## config.mk

```make
export PLATFORM = sky130hd
export DESIGN_NAME = sfs_ctrl
export DESIGN_NICKNAME = d
export VERILOG_FILES = /design/src/design/sfs_pkg.sv /design/src/design/sfs_ctrl.sv
export SDC_FILE = /design/constraint.sdc
export NUM_CORES = 1
export LEC_CHECK = 0
export CAP_MARGIN = 10
export CORE_AREA = 2 2 39 41
export CTS_CLUSTER_DIAMETER = 100
export DETAILED_ROUTE_END_ITERATION = 8
export DIE_AREA = 0 0 41 43
export DONT_BUFFER_PORTS = 1
export HOLD_SLACK_MARGIN = 0.15
export SYNTH_ARGS = -nofsm -noshare
export SYNTH_HDL_FRONTEND = slang
export SYNTH_SLANG_ARGS = --single-unit
```

## constraint.sdc

```tcl
create_clock -name clk -period 1.05 [get_ports clk]
set_input_delay 0.105 -clock clk [delete_from_list [all_inputs] [get_ports clk]]
set_output_delay 0.105 -clock clk [all_outputs]
set_load 0.01 [all_outputs]
```

## src/design/sfs_pkg.sv

```systemverilog
// Package for the substring filter selector: sizes, mode codes, item structs,
// controller states and the command/status structs between controller and datapath.
// Depends on nothing.
package sfs_pkg;

	localparam int MAX_ENTRIES  = 64;
	localparam int NAME_CHARS   = 48;
	localparam int FILTER_CHARS = 24;

	localparam int NAME_BYTES = MAX_ENTRIES * NAME_CHARS;
	localparam int ADDR_W     = $clog2(NAME_BYTES);
	localparam int ENT_W      = $clog2(MAX_ENTRIES);
	localparam int CNT_W      = $clog2(MAX_ENTRIES + 1);
	localparam int POS_W      = $clog2(NAME_CHARS);
	localparam int FLT_W      = $clog2(FILTER_CHARS);
	localparam int FCNT_W     = $clog2(FILTER_CHARS + 1);

	localparam logic [7:0] CHAR_LO = 8'h20;
	localparam logic [7:0] CHAR_HI = 8'h7F;

	// Item modes; codes above MODE_HOME do nothing.
	typedef enum logic [3:0] {
		MODE_UP        = 4'd0,
		MODE_DOWN      = 4'd1,
		MODE_ENTER     = 4'd2,
		MODE_BACKSPACE = 4'd3,
		MODE_ESCAPE    = 4'd4,
		MODE_CHAR      = 4'd5,
		MODE_NAME      = 4'd6,
		MODE_COUNT     = 4'd7,
		MODE_TOUCH     = 4'd8,
		MODE_HOME      = 4'd9
	} mode_t;

	typedef struct packed {
		logic [3:0] mode;
		logic [7:0] char_code;
		logic [5:0] entry_index;
		logic [5:0] char_pos;
		logic [6:0] new_count;
		logic [5:0] row;
	} in_item_t;

	typedef struct packed {
		logic [6:0] match_total;
		logic [5:0] selection;
		logic [5:0] selected_entry;
		logic [4:0] filter_length;
		logic       launch;
		logic [5:0] launch_entry;
	} out_item_t;

	typedef enum logic [2:0] {
		ST_CLEAR,
		ST_IDLE,
		ST_START,
		ST_SCAN,
		ST_FETCH,
		ST_FINISH
	} state_t;

	typedef struct packed {
		logic clear_step;
		logic take;
		logic scan_start;
		logic scan;
		logic fetch;
		logic load_out;
	} cmd_t;

	typedef struct packed {
		logic clear_done;
		logic rebuild_req;
		logic scan_done;
		logic out_free;
	} status_t;

	// Fold ASCII upper-case letters to lower case.
	function automatic logic [7:0] fold(input logic [7:0] c);
		logic [7:0] r;
		r = c;
		if (c >= 8'h41 && c <= 8'h5A) begin
			r = c + 8'h20;
		end
		return r;
	endfunction

endpackage

```

## src/design/sfs_ctrl.sv

```systemverilog
// Controller state machine of the substring filter selector.
// Depends on sfs_pkg; drives commands to sfs_datapath and reads its status.
module sfs_ctrl (
	input  logic            clk,
	input  logic            arst_n,
	input  logic            in_valid,
	output logic            in_ready,
	input  sfs_pkg::status_t status,
	output sfs_pkg::cmd_t   cmd
);

	sfs_pkg::state_t state_q, state_d;

	// State register.
	always_ff @(posedge clk or negedge arst_n) begin
		if (!arst_n) begin
			state_q <= sfs_pkg::ST_CLEAR;
		end else begin
			state_q <= state_d;
		end
	end

	// Next state and commands.
	always_comb begin
		state_d  = state_q;
		cmd      = '0;
		in_ready = 1'b0;
		case (state_q)
			sfs_pkg::ST_CLEAR: begin
				cmd.clear_step = 1'b1;
				if (status.clear_done) begin
					state_d = sfs_pkg::ST_IDLE;
				end
			end
			sfs_pkg::ST_IDLE: begin
				in_ready = 1'b1;
				if (in_valid) begin
					cmd.take = 1'b1;
					state_d  = status.rebuild_req ? sfs_pkg::ST_START : sfs_pkg::ST_FETCH;
				end
			end
			sfs_pkg::ST_START: begin
				cmd.scan_start = 1'b1;
				state_d        = sfs_pkg::ST_SCAN;
			end
			sfs_pkg::ST_SCAN: begin
				cmd.scan = 1'b1;
				if (status.scan_done) begin
					state_d = sfs_pkg::ST_FETCH;
				end
			end
			sfs_pkg::ST_FETCH: begin
				cmd.fetch = 1'b1;
				state_d   = sfs_pkg::ST_FINISH;
			end
			sfs_pkg::ST_FINISH: begin
				if (status.out_free) begin
					cmd.load_out = 1'b1;
					state_d      = sfs_pkg::ST_IDLE;
				end
			end
			default: begin
				state_d = sfs_pkg::ST_IDLE;
			end
		endcase
	end

endmodule

```

* Word-level counts from Yosys, hierarchy flattened *
Index checks and enable logic that the tools add are counted.

storage, ports and cells
  output and inout bits = 7
  register bits after elaboration = 3
  bits of input ports = 7
  word-level logic and storage cells = 27

cells by class
  multiplexer cells = 15
  eq/ne operators = 9
  reductions and logical operators = 2

operators by type and width
  operator            number
  $pmux 3 s6          1
  $mux 3              5
  $mux 1              9
  $ne 2x2->1 const B  4
  $eq 3x2->1 const B  2
  $eq 3x3->1 const B  2
  $reduce_and 4->1    1
  $eq 3x1->1 const B  1
  $logic_not 3->1     1

* Logic depth before layout (Yosys ltp) *
  depth in word-level cells = 3
  depth in mapped cells = 3

* Worst setup path after synthesis *
OpenSTA, ideal clock, no wires.

  kind = flip-flop to flip-flop
  from = reg state_q[1]
  to = reg state_q[0]
  clock period less this slack = 1072 ps
  required time = 912 ps
  setup slack = -22 ps
  arrival time = 934 ps
  cell stages (with the launch flop) = 4
  cell sequence = dfrtp_1 buf_6 nor3_1 a2bb2oi_1

between the ends
  longest elaborated chain between the ends = 3
  elaborated cells on any way between the ends = 12

ends and longest elaborated chain
  what                                      RTL line        RTL
  start: declaration                        sfs_ctrl.sv:12  sfs_pkg::state_t state_q, state_d;
  start signal: assignment                  sfs_ctrl.sv:17  state_q <= sfs_pkg::ST_CLEAR;
  start signal: assignment                  sfs_ctrl.sv:19  state_q <= state_d;
  $eq 3x2->1, or another cell as far along  sfs_ctrl.sv:28  case (state_q)
  $ne 2x2->1 (no source line)               --
  $reduce_and 4->1 (no source line)         --

Parallel ways exist; a longest one is shown, timed or not.
A chain may end at the register's enable or synchronous reset.

==> flow_summary.rst <==
.. list-table::
   :header-rows: 1

   * - Metric
     - Value
   * - Outcome
     - complete, but fails checks
   * - Failing checks
     - negative setup slack
   * - Leading cell type in the layout, fill and taps excluded
     - sky130_fd_sc_hd__buf_4
   * - Headroom to the max-slew limit
     - 88.7%
   * - Clock tree from TritonCTS
     - built
   * - Number of antenna violations at the first check in global routing
     - 0
   * - Number of global-route vias before repair
     - 271
   * - Maximum level of the CTS H-tree
     - 1
   * - Iteration-0 DRC Markers
     - 5
   * - Avg Inst Size Synth
     - 9.41 µm²
   * - Final routed wire length divided by cell count
     - 13.4 µm
   * - Register share of total power
     - 19.2%
   * - Critical Path RT
     - 0.94 ns
   * - Layout-stage area growth over the synthesis result
     - 127%
   * - Setup Total Neg Slack
     - -0.586 ns
   * - DIE WIDTH
     - 41 µm
   * - Clock input transition at the sequential cells of the worst setup and hold paths
     - 0.04 ns
   * - Biggest registers after layout
     - state_q: 3 flops
   * - Final worst path period need
     - 1.19 ns
   * - DP Worst Slack
     - 0.0317 ns
   * - Die ar.
     - 0.00176 mm²
   * - # port buffers
     - 0
   * - Number of clock buffers inserted by TritonCTS
     - 3
   * - Summed instance area of the synthesized netlist
     - 216 µm²
   * - Critical path arrival
     - 1.08 ns
   * - Largest register FFs
     - 3
   * - Net total in the final layout
     - 51
   * - Final count of hold timing violations
     - 0
   * - Boundary pin count
     - 14
   * - First-pass GRT wire length
     - 1150 µm
   * - Switching portion of total power
     - 40.2%
   * - Unrepaired setup endpoints after global routing
     - yes
   * - Worst voltage drop across the vdd grid
     - 1.15 mV
   * - Flip-flop and latch count after synthesis
     - 3
   * - Worst clock skew on the final layout
     - 0.00449 ns
   * - Height of the die
     - 43 µm
   * - Most flop-heavy register
     - state_q
   * - Clk buf depth
     - 2
   * - Drc violations
     - 0
   * - Inserted Diodes
     - 0
   * - Number of distinct library cells after synthesis
     - 17
   * - Part of the power in combinational logic
     - 66.5%
   * - Reg-to-reg slack, setup
     - -0.05 ns
   * - Library cell used as clock root buffer
     - sky130_fd_sc_hd__clkbuf_4
   * - Placer congestion estimate
     - 0.742
   * - Maximum fanout encountered on the critical timing path
     - 6
   * - Synthesized Nets
     - 30
   * - Max Clock Freq
     - 842 MHz
   * - Fill cell total of the finished layout
     - 153
   * - Pleak
     - 0.000199 µW
   * - Clock Sinks
     - 3
   * - Via Count
     - 245
   * - Critical path startpoint category
     - register
   * - Vias per std cell
     - 4.15
   * - Total of endpoints with negative setup slack in the final report
     - 8
   * - Routed WL
     - 789 µm
   * - Antenna-violating nets left
     - 0
   * - Source-to-sink clock delay at the later pin of the worst-skew pair
     - 0.23 ns
   * - Largest net degree at the start of global routing
     - 8
   * - Count of standard-cell rows
     - 14
   * - MaxCap Viol Count
     - 0
   * - First-pass detailed-route iteration total
     - 2
   * - Kind of path behind the tightest hold check
     - in2reg
   * - Sequential cell area fraction in the yosys report
     - 34.7%
   * - Final Cell Area
     - 490 µm²
   * - Design internal power
     - 844 µW
   * - Final worst setup slack
     - -0.138 ns
   * - Slew of the pin with the lowest slew margin
     - 0.166 ns
   * - PD cells
     - 2880 mW/mm²
   * - Total global routing track utilization
     - 11.0%
   * - Top library cells by usage in the layout, fill and taps aside
     - sky130_fd_sc_hd__buf_4 (10), sky130_fd_sc_hd__dlygate4sd3_1 (6), sky130_fd_sc_hd__clkbuf_4 (3)
   * - Warnings from Yosys
     - 0
   * - Core footprint
     - 0.00138 mm²
   * - Share of final-layout standard cells stronger than drive strength 1
     - 74.4%
   * - CP endpoint kind
     - primary output
   * - Slew Limit Fails
     - 0
   * - Starting utilization of the core area
     - 15.6%
   * - Fin crit share
     - 113%
   * - GRT Residual Overflow
     - 0
   * - Net switching component of the power
     - 567 µW
   * - Number of instances in the synthesized netlist
     - 23
   * - Part of the power in the clock network
     - 14.3%
   * - DP Area
     - 273 µm²
   * - Classification of the worst setup path
     - reg2out
[cells in the mapped netlist, drive strengths merged]
| cell | instances | area, µm² |
|---|---|---|
| a2bb2oi | 1 | 8.76 |
| o32ai | 1 | 16.3 |
| and2 | 1 | 6.26 |
| a21oi | 1 | 5.00 |
| mux2i | 1 | 10.0 |
| nor3 | 2 | 10.0 |
| dfrtp | 3 | 75.1 |
| nor2 | 3 | 11.3 |
| buf | 1 | 11.3 |
| inv | 2 | 7.51 |
| nand4b | 1 | 8.76 |
| nor3b | 1 | 7.51 |
| nor2b | 1 | 6.26 |
| nand2b | 2 | 15.0 |
| and2b | 1 | 7.51 |
| a21bo | 1 | 10.0 |
[area by class of cell]
cell class	count	area, µm²	share of cell area (%)
clock buffer	4	26.3	5.36
inverter	2	7.51	1.53
multi-input combinational	17	213	43.4
sequential	3	77.6	15.8
tap	16	20.0	4.08
timing repair buffer	17	146	29.8
[critical path, cell delays in order (launching register included)]
cell and delay, ns:
sky130_fd_sc_hd__dfrtp_2 0.47, sky130_fd_sc_hd__nor3_2 0.23, sky130_fd_sc_hd__buf_4 0.15
[worst paths after layout]
| check | from | to | cells past startpoint |
|---|---|---|---|
| min in group asynchronous | arst_n | state_q[0]$_DFFE_PN0P_ | 2 |
| max | state_q[0]$_DFFE_PN0P_ | cmd[3] | 2 |
| max in group asynchronous | arst_n | state_q[1]$_DFFE_PN0P_ | 2 |
| min | status[0] | state_q[2]$_DFFE_PN0P_ | 3 |
| min reg2reg | state_q[2]$_DFFE_PN0P_ | state_q[1]$_DFFE_PN0P_ | 2 |
| max reg2reg | state_q[1]$_DFFE_PN0P_ | state_q[2]$_DFFE_PN0P_ | 3 |
[cells by family (layout without fill, tap and decap cells)]
logic type | count (synthesis) | count (layout) | synth area share, %
flops | 3 | 3 | 34.7
buf+inv | 3 | 23 | 8.67
mux | 1 | 1 | 4.62
compound gates | 4 | 4 | 18.5
simple gates | 12 | 12 | 33.5
[repair_timing]
action / in CTS / in global routing
gates resized for setup: 14 / 8
hold endpoints to repair: 6 / 0
buffers inserted: 5 / 2
hold buffers: 6 / 0
endpoints found under the setup margin: 7 / 10
pin swaps: 2 / 2
[power by group through the flow]
stage	Combinational, µW	Clock (µW)	Sequential (µW)
floorplan	376	0	219
global placement	479	0	239
detailed placement	471	0	244
CTS	786	208	263
global route	989	228	288
finish	938	202	271
[layer usage]
layer | share of wire (%) | vias up | global-route usage (%) | wire length (µm)
li1 | - | 122 | - | -
met1 | 37 | 111 | 9.71 | 289
met2 | 56 | 10 | 16.9 | 440
met3 | 4.3 | 2 | 5.24 | 34
met4 | 3.2 | 0 | 10.0 | 25
met5 | 0 | - | 0 | 0
[per-stage QoR]
stage	cells	utilization, %	total power (µW)	hold slack, ns
after floorplan	23	-	594	-0.191
after global placement	43	19.7	718	-0.190
after detailed placement	43	19.7	715	-0.190
after CTS	58	32.5	1260	0.213
after global routing	59	35.4	1510	0.186
final	59	35.4	1410	0.190
No activity file was read; power rests on OpenSTA's default activity.
